**src/hdl/mdts_pkg.sv**
```systemverilog
package mdts_pkg;

  localparam int NUM_DIGITS_DEF = 4;
  localparam int POS_W          = 3;
  localparam int DIGIT_W        = 4;
  localparam int CATHODE_W      = 10;
  localparam int ANODE_W        = 4;

  // op codes
  localparam logic [2:0] OP_SCAN   = 3'd0;
  localparam logic [2:0] OP_CHAR   = 3'd1;
  localparam logic [2:0] OP_DOT    = 3'd2;
  localparam logic [2:0] OP_NUMBER = 3'd3;
  localparam logic [2:0] OP_BLANK  = 3'd4;

  localparam logic [DIGIT_W-1:0] BLANK_CODE = 4'd15;
  localparam logic [7:0]         CHAR_ZERO  = 8'h30;
  localparam logic [7:0]         CHAR_NINE  = 8'h39;

  // floor(n / 10) == (n * RECIP_TEN) >> RECIP_SHIFT for every 32-bit n
  localparam logic [31:0] RECIP_TEN   = 32'hCCCC_CCCD;
  localparam int          RECIP_SHIFT = 35;

  typedef struct packed {
    logic [2:0]       op;
    logic [POS_W-1:0] position;
    logic [7:0]       char_code;
    logic             dot_on;
    logic [31:0]      number;
  } cmd_t;

  typedef struct packed {
    logic [CATHODE_W-1:0] cathode_lines;
    logic                 dot_line;
    logic [ANODE_W-1:0]   anode_lines;
  } disp_t;

endpackage

```
**src/hdl/multiplexed_decimal_tube_scanner.sv**
```systemverilog
// Scan driver for a multiplexed decimal-tube display of NUM_DIGITS positions.
// Command channel (cmd_valid / cmd_stall / cmd): one transfer per command,
// which is a scan tick, a char write, a dot write, a number write or a
// blank-all. Display channel (disp_valid / disp_stall / disp): exactly one
// transfer per command, carrying the line drive after that command.
// Scan tick, char, dot and blank-all commands show their result in the
// cycle after the transfer, so with a receiver that never stalls one
// such command goes through every cycle. A number write runs the shared
// divide-by-ten unit once per position, each digit as a reciprocal
// multiply (ST_MUL), then a remainder and store (ST_DIGIT), so its result
// appears once the last digit is stored; cmd_stall stays high meanwhile.
// While disp is held by disp_stall, cmd_stall is high: the drive does not
// move until the pending result has been taken.
// Reset (rst, synchronous): active position 0, all digits numeral 0, all
// dots off, all lines off, no result pending. All state is in flip-flops,
// so no clearing pass follows reset.
module multiplexed_decimal_tube_scanner
  import mdts_pkg::*;
#(
  parameter int NUM_DIGITS = NUM_DIGITS_DEF
) (
  input  logic  clk,
  input  logic  rst,
  input  logic  cmd_valid,
  output logic  cmd_stall,
  input  cmd_t  cmd,
  output logic  disp_valid,
  input  logic  disp_stall,
  output disp_t disp
);

  localparam int PW = (NUM_DIGITS > 1) ? $clog2(NUM_DIGITS) : 1;
  localparam logic [PW-1:0] LAST_POS = PW'(NUM_DIGITS - 1);

  typedef enum logic [2:0] {
    ST_IDLE  = 3'b001,
    ST_MUL   = 3'b010,
    ST_DIGIT = 3'b100
  } state_t;

  state_t              state, state_next;
  logic [PW-1:0]       active_position;
  logic [DIGIT_W-1:0]  digit_store [NUM_DIGITS];
  logic                dot_store   [NUM_DIGITS];
  logic [PW-1:0]       dig;
  logic [31:0]         num;
  logic [63:0]         prod;

  logic                accept;
  logic                pos_ok;
  logic [PW-1:0]       wpos;
  logic [PW-1:0]       scan_pos;
  logic [DIGIT_W-1:0]  scan_digit;
  logic                scan_dot;
  logic                scan_lit;
  logic [POS_W-1:0]    scan_pos_ext;
  disp_t               scan_drive;
  logic [28:0]         quot;
  logic [31:0]         quot_ten;
  logic [DIGIT_W-1:0]  rem;
  logic                last_digit;

  // Hold off new commands while dividing or while a result waits.
  assign cmd_stall = (state != ST_IDLE) || (disp_valid && disp_stall);
  assign accept    = cmd_valid && !cmd_stall;

  assign pos_ok = {1'b0, cmd.position} < (POS_W + 1)'(NUM_DIGITS);
  assign wpos   = cmd.position[PW-1:0];

  // Next scan position and its drive.
  always_comb begin
    scan_pos     = (active_position == LAST_POS) ? '0 : active_position + 1'b1;
    scan_digit   = digit_store[scan_pos];
    scan_dot     = dot_store[scan_pos];
    scan_pos_ext = POS_W'(scan_pos);
    scan_drive   = '0;
    if (scan_digit <= 4'd9) begin
      scan_drive.cathode_lines = CATHODE_W'(1) << scan_digit;
    end
    scan_drive.dot_line = scan_dot;
    scan_lit = (scan_digit <= 4'd9) || scan_dot;
    // Positions past the anode field have no line and stay dark.
    for (int k = 0; k < ANODE_W; k++) begin
      scan_drive.anode_lines[k] = scan_lit && (scan_pos_ext == POS_W'(k));
    end
  end

  // Remainder step of the divide-by-ten unit.
  assign quot       = prod[63:RECIP_SHIFT];
  assign quot_ten   = {quot[28:0], 3'b000} + {2'b00, quot[28:0], 1'b0};
  assign rem        = DIGIT_W'(num - quot_ten);
  assign last_digit = (dig == LAST_POS);

  always_comb begin
    state_next = state;
    case (state)
      ST_IDLE: begin
        if (accept && cmd.op == OP_NUMBER) begin
          state_next = ST_MUL;
        end
      end
      ST_MUL: begin
        state_next = ST_DIGIT;
      end
      ST_DIGIT: begin
        state_next = last_digit ? ST_IDLE : ST_MUL;
      end
      default: begin
        state_next = ST_IDLE;
      end
    endcase
  end

  always_ff @(posedge clk) begin
    if (rst) begin
      state           <= ST_IDLE;
      active_position <= '0;
      disp_valid      <= 1'b0;
      disp            <= '0;
      dig             <= '0;
      for (int i = 0; i < NUM_DIGITS; i++) begin
        digit_store[i] <= '0;
        dot_store[i]   <= 1'b0;
      end
    end else begin
      state <= state_next;

      if (accept) begin
        case (cmd.op)
          OP_SCAN: begin
            active_position <= scan_pos;
            disp            <= scan_drive;
          end
          OP_CHAR: begin
            if (pos_ok) begin
              if (cmd.char_code >= CHAR_ZERO && cmd.char_code <= CHAR_NINE) begin
                digit_store[wpos] <= DIGIT_W'(cmd.char_code - CHAR_ZERO);
              end else begin
                digit_store[wpos] <= BLANK_CODE;
              end
              dot_store[wpos] <= cmd.dot_on;
            end
          end
          OP_DOT: begin
            if (pos_ok) begin
              dot_store[wpos] <= cmd.dot_on;
            end
          end
          OP_NUMBER: begin
            num <= cmd.number;
            dig <= '0;
          end
          OP_BLANK: begin
            disp <= '0;
          end
          default: begin
          end
        endcase
      end

      case (state)
        ST_MUL: begin
          prod <= num * RECIP_TEN;
        end
        ST_DIGIT: begin
          // Blank leading zeros, but always show the lowest position.
          digit_store[dig] <= (dig == '0 || num != '0) ? rem : BLANK_CODE;
          num <= {3'b000, quot};
          if (!last_digit) begin
            dig <= dig + 1'b1;
          end
        end
        default: begin
        end
      endcase

      // Raise the result for a finished command; a number write reports
      // once its digits are stored. Drop the result once taken.
      if ((accept && cmd.op != OP_NUMBER) || (state == ST_DIGIT && last_digit)) begin
        disp_valid <= 1'b1;
      end else if (disp_valid && !disp_stall) begin
        disp_valid <= 1'b0;
      end
    end
  end

`ifndef NO_ASSERTIONS
  a_number_starts: assert property (@(posedge clk) disable iff (rst)
    (accept && cmd.op == OP_NUMBER) |=> (state == ST_MUL))
    else $error("number write did not start the divide sequence");

  a_no_result_while_busy: assert property (@(posedge clk) disable iff (rst)
    (state != ST_IDLE) |-> !disp_valid)
    else $error("result pending during number write");

  a_drive_only_on_transfer: assert property (@(posedge clk) disable iff (rst)
    (!accept && !rst) |=> $stable(disp))
    else $error("line drive changed without a command transfer");

  a_anode_onehot: assert property (@(posedge clk) disable iff (rst)
    $onehot0(disp.anode_lines) && $onehot0(disp.cathode_lines))
    else $error("anode or cathode drive not one-hot");

  a_anode_needs_light: assert property (@(posedge clk) disable iff (rst)
    (disp.anode_lines != '0) |-> (disp.cathode_lines != '0 || disp.dot_line))
    else $error("anode enabled on a dark position");
`endif

endmodule
```
**config.mk**
```make
export PLATFORM = sky130hd
export DESIGN_NAME = multiplexed_decimal_tube_scanner
export DESIGN_NICKNAME = d
export VERILOG_FILES = /design/src/hdl/mdts_pkg.sv /design/src/hdl/multiplexed_decimal_tube_scanner.sv
export SDC_FILE = /design/constraint.sdc
export NUM_CORES = 1
export LEC_CHECK = 0
export ABC_AREA = 1
export BUFFER_PORTS_ARGS = -buffer_cell sky130_fd_sc_hd__buf_2
export CORE_MARGIN = 4
export CORE_UTILIZATION = 54
export DETAILED_ROUTE_END_ITERATION = 8
export GPL_TIMING_DRIVEN = 0
export PLACE_DENSITY_LB_ADDON = 0.15
export SLEW_MARGIN = 20
export SYNTH_ARGS = -nofsm -noshare
export SYNTH_HDL_FRONTEND = slang
export SYNTH_SLANG_ARGS = --single-unit
export TNS_END_PERCENT = 5
```
**constraint.sdc**
```tcl
create_clock -name clk -period 8.1 [get_ports clk]
set_clock_uncertainty 0.1 [all_clocks]
set_input_delay 0.81 -clock clk [delete_from_list [all_inputs] [get_ports clk]]
set_output_delay 0.81 -clock clk [all_outputs]
set_load 0.01 [all_outputs]
```
Word level (Yosys, flattened, before mapping)
Memories as Yosys holds them, arrays and structs flattened.
Index checks and enable logic that the tools add are counted.
{ "totals": {"memories": 2, "regBits": 119, "wordCells": 126, "input_bits": 51, "out_inout_bits": 17, "ram_bits": 20} }
{ "classes": {"n_bitwise": 3, "shifts": 1, "multipliers": 1, "n_addsub": 5, "mux": 53, "reduce_logical": 32, "magnitude_cmp": 4, "eq_ne": 15} }
{ "memory_table": {"columns": ["memory", "words", "width", "read_ports", "rd_ports_with_merged_regs", "wr", "line_no", "text"], "rows": [
  ["digit_store", 4, 4, 1, 0, 4, "multiplexed_decimal_tube_scanner.sv:43", "logic [DIGIT_W-1:0] digit_store [NUM_DIGITS];"],
  ["dot_store", 4, 1, 1, 0, 4, "multiplexed_decimal_tube_scanner.sv:44", "logic dot_store [NUM_DIGITS];"]
]} }
{ "op_table": {"columns": ["cell", "n"], "rows": [
  ["$mul A32 B32 Y64 const B", 1],
  ["$mux W32", 2],
  ["$mux W1", 33],
  ["$reduce_bool A32 Y1", 1],
  ["$pmux W15 S2", 1],
  ["$mux W29", 1],
  ["$mux W2", 9],
  ["$mux W4", 4],
  ["$logic_and A1 B1 Y1", 11],
  ["$mux W10", 1],
  ["$shl A1 B4 Y10 const A", 1],
  ["$eq A3 B2 Y1 const B", 3],
  ["$pmux W3 S3", 1],
  ["$eq A2 B2 Y1 const B", 4],
  ["$ge A8 B6 Y1 const B", 1],
  ["$le A8 B6 Y1 const B", 1],
  ["$reduce_bool A2 Y1", 4],
  ["$reduce_or A4 Y1", 2],
  ["$eq A3 B1 Y1 const B", 2],
  ["$eq A3 B3 Y1 const B", 2],
  ["$reduce_and A2 Y1", 3],
  ["$add A2 B1 Y2 const B", 2],
  ["$add A4 B4 Y4", 1],
  ["$le A4 B4 Y1 const B", 1],
  ["16 further kinds", 22]
]} }

Logic depth before layout (Yosys ltp)
{ "logic_depth": {"word_depth": 12, "mapped_depth": 31, "depth_no_buf": 30} }

Worst setup path before layout
Ideal clock, no wire load.
{ "synth_path": {"path_type": "reg2reg", "startpoint": "register num[20]", "endpoint": "register prod[50] (data pin)", "synth_period_minus_slack_ns": 6.112, "n_path_buf": 0, "setup_time_ns": 0.253, "path_stages_with_launch": 26, "setup_slack_ns": 1.988, "required_time_ns": 7.747, "arrival_time_ns": 5.759, "cell_sequence": "edfxtp_1 -> inv_1 -> ha_1 -> inv_1 -> fa_1 -> inv_1 -> fa_1 -> inv_1 -> fa_1 -> inv_1 -> fa_1 -> fa_1 -> fa_1 -> inv_1 -> fa_1 -> inv_1 -> ha_1 -> nand2_1 -> nor2_1 -> inv_1 -> nor2_1 -> nand2_1 -> nor3_1 -> o21ai_0 -> nand4_1 -> nand2_1"} }
{ "synth_via": {"elab_chain_len": 1} }
{ "synth_lines": {"columns": ["item", "line_no", "text"], "rows": [
  ["from (decl)", "multiplexed_decimal_tube_scanner.sv:46", "logic [31:0] num;"],
  ["from (signal assigned)", "multiplexed_decimal_tube_scanner.sv:150", "num <= cmd.number;"],
  ["from (signal assigned)", "multiplexed_decimal_tube_scanner.sv:168", "num <= {3'b000, quot};"],
  ["$mul A32 B32 Y64", "multiplexed_decimal_tube_scanner.sv:163", "prod <= num * RECIP_TEN;"],
  ["to (signal assigned)", "multiplexed_decimal_tube_scanner.sv:163", null],
  ["to (decl)", "multiplexed_decimal_tube_scanner.sv:47", "logic [63:0] prod;"]
]} }
Every way passes these cells.
A chain may end at the register's enable or synchronous reset.

Final worst setup path
{ "layout_path": {"startpoint": "register num[7]", "endpoint": "register prod[57] (data pin)"} }
The elaborated chain is that of the path after synthesis.

==> flow_summary.toml <==
[run_status]
status = "complete, no violations"

[synthesis]
ys_seq_area_share_pct = 12.3
synth_cell_types = 40
synth_area_sq_mm = 0.0235
syn_inst = 2804
ys.flop_type = "edfxtp_1"
postSynth.asyncResetShare_pct = 0
synth_seq_cells = 104
synth_nets = 3615
synth_edf_count = 81
ys_warn_count = 0
avgSynthCellArea_sq_um = 8.37

[timing]
fin_crit_ns = 7.50
slew_violations = 0
rsz0062_at_grt = "false"
setup_viol = 0
timing.final.crit_share_pct = 92.6
holdWs_ns = 0.364
worst_pin_slew_ns = 0.739
max_freq_mhz = 133
slew_headroom_pct = 50.6
fin_tns_setup_ns = 0
hold_viol = 0

[setup_path]
path_class = "reg2reg"
critPathCaptureType = "flip-flop"
worstPathArrival_ns = 7.50
startpoint_type = "flip-flop"
critPathRequiredTime_ns = 8.10
critPathMaxFanout = 9
r2r_cells = 23

[cts]
clock_latency_ns = 0.37
cts.sinks = 104
clk_path_buf_depth = 2
cts-root-buf = "clkbuf_16"
cts_buffers = 9
cts_tree = "built"
post_cts_buffers = 0
clk_pin_slew_ns = 0.07
ctsResizeCount = 0
htree_levels = 3
cts_hold_buf = 0

[placement]
gp_congestion = 0.997
port_buffers = 66
dpl.hpwl_microns = 64100

[layout]
area_growth_pct = 6.13
layout.nets = 3697
drive_gt1_share_pct = 4.12

[routing]
detail_route.iter0.violations = 1466
wl_per_cell_microns = 20.6
via_per_inst = 5.27
drt_pass1_iterations = 6
dr_total_vias = 18300
wirelength_microns = 71700
drc_errors = 0
drtAntennaViolNets = 0

[floorplanning]
die_area_sq_mm = 0.0469
start_util_pct = 54.5
core_area_sq_mm = 0.0431
io_pins = 68
die_w_microns = 217
rows = 76
die-height_microns = 217

[global_routing]
grt_max_degree = 21
overflow = 0
grtUsageTotal_pct = 31.7
antenna_found_initial = 0
grt_pass1_vias = 19300
grt_pass1_wl_microns = 111000

[worst_hold_path]
holdCritPathClass = "reg2reg"
min_path_cells = 2

[job]
drv_cap = 0
[cells in the mapped netlist, types with 4 or more instances]
cell	count	area [sq um]
clkbuf_1	11	41.3
inv_1	802	3010
nor3_1	19	95.1
nand3_1	73	365
xor2_1	38	333
a21o_1	12	90.1
o21bai_1	14	105
xnor2_1	11	96.3
edfxtp_1	81	2430
dfxtp_1	23	460
ha_1	374	4680
nand2_1	564	2120
nor2_1	160	601
inv_2	5	18.8
or2_2	8	50.1
fa_1	386	7730
nor4_1	7	43.8
nand4_1	15	93.8
a21oi_1	111	556
o22ai_1	4	25.0
o21ai_0	56	280
[cells in the final DEF (no fill, tap or decap), types with 2 or more instances in the layout]
| cell | synthesis | routed |
|---|---|---|
| a211oi_1 | 3 | 3 |
| a21o_1 | 12 | 12 |
| a21oi_1 | 111 | 111 |
| and2_1 | 2 | 2 |
| buf_2 | 2 | 72 |
| clkbuf_1 | 11 | 11 |
| clkbuf_16 | 0 | 10 |
| clkbuf_8 | 0 | 2 |
| clkinv_4 | 0 | 2 |
| dfxtp_1 | 23 | 23 |
| edfxtp_1 | 81 | 81 |
| fa_1 | 386 | 386 |
| ha_1 | 374 | 374 |
| inv_1 | 802 | 802 |
| inv_2 | 5 | 5 |
| nand2_1 | 564 | 564 |
| nand2_2 | 2 | 2 |
| nand3_1 | 73 | 73 |
| nand4_1 | 15 | 15 |
| nor2_1 | 160 | 160 |
| nor2_2 | 3 | 3 |
| nor3_1 | 19 | 19 |
| nor4_1 | 7 | 6 |
| o211ai_1 | 2 | 2 |
| o21a_1 | 3 | 3 |
| o21ai_0 | 56 | 55 |
| o21bai_1 | 14 | 14 |
| o22ai_1 | 4 | 4 |
| o22ai_4 | 2 | 2 |
| or2_2 | 8 | 8 |
| xnor2_1 | 11 | 11 |
| xor2_1 | 38 | 38 |
[registers in the layout, summed over array words and instances (netlist names)]
signal           flops
dig                  2
state                3
dot_store            4
num                 32
digit_store         16
active_position      2
disp_valid           1
prod                29
disp                15
[area by class of cell]
class                      count  area, sq um
antenna                        1         2.50
buffer                        14         58.8
clock buffer                  12          278
clock inverter                 4         32.5
fill                        4040        18200
inverter                     807         3030
multi-input combinational   1879        17500
sequential                   104         2890
tap                          585          732
timing repair buffer          71          378
[routing by layer]
metal / part of all wire, % / global-route usage, %
met5: 0 / 0
met4: 6.3 / 16.2
met3: 6.0 / 4.21
met2: 47 / 52.9
met1: 41 / 40.6
[path summary, 6_finish.rpt]
kind                            startpoint       end  slack, ns
worst max-delay path                num[7]  prod[57]       0.60
worst min-delay path               disp[5]   disp[5]       0.36
worst max register to register      num[7]  prod[57]       0.60
worst min register to register     disp[5]   disp[5]       0.36
[cells by family after synthesis]
kind of cell,after synthesis,share of synthesized area [%]
xor+xnor,49,1.83
buf+inv,821,13.2
compound gates,209,4.99
simple gates,861,14.9
flops,104,12.3
fa+ha+maj,760,52.8
[through the flow]
step                      utilization (%)  setup slack (ns)  instance area (sq um)  instances
after floorplan                         -              1.99                  23500       2804
after global placement               57.0             0.677                  24500       3455
after detailed placement             57.1             0.725                  24600       3460
after CTS                            57.8             0.691                  24900       3476
after global routing                 57.8             0.302                  24900       3476
final                                57.9             0.599                  24900       3477
[worst max-delay path, cell delays in order (launching register included)]
cell,delay [ns]
edfxtp_1,0.77
inv_1,0.10
ha_1,0.53
clkbuf_1,0.38
inv_1,0.10
nand2_1,0.07
nand2_1,0.24
o21ai_0,0.49
fa_1,0.53
fa_1,0.43
fa_1,0.43
fa_1,0.43
fa_1,0.52
ha_1,0.30
ha_1,0.44
nand2_1,0.13
nor2_1,0.17
inv_1,0.08
nor2_1,0.22
nand2_1,0.14
nor4_1,0.20
nand2_1,0.20
nand4_1,0.12
nand2_1,0.11
Power is left out: the tool's default activity adds up to more than one toggle a clock period on the data nets, which glitch-free logic cannot reach.
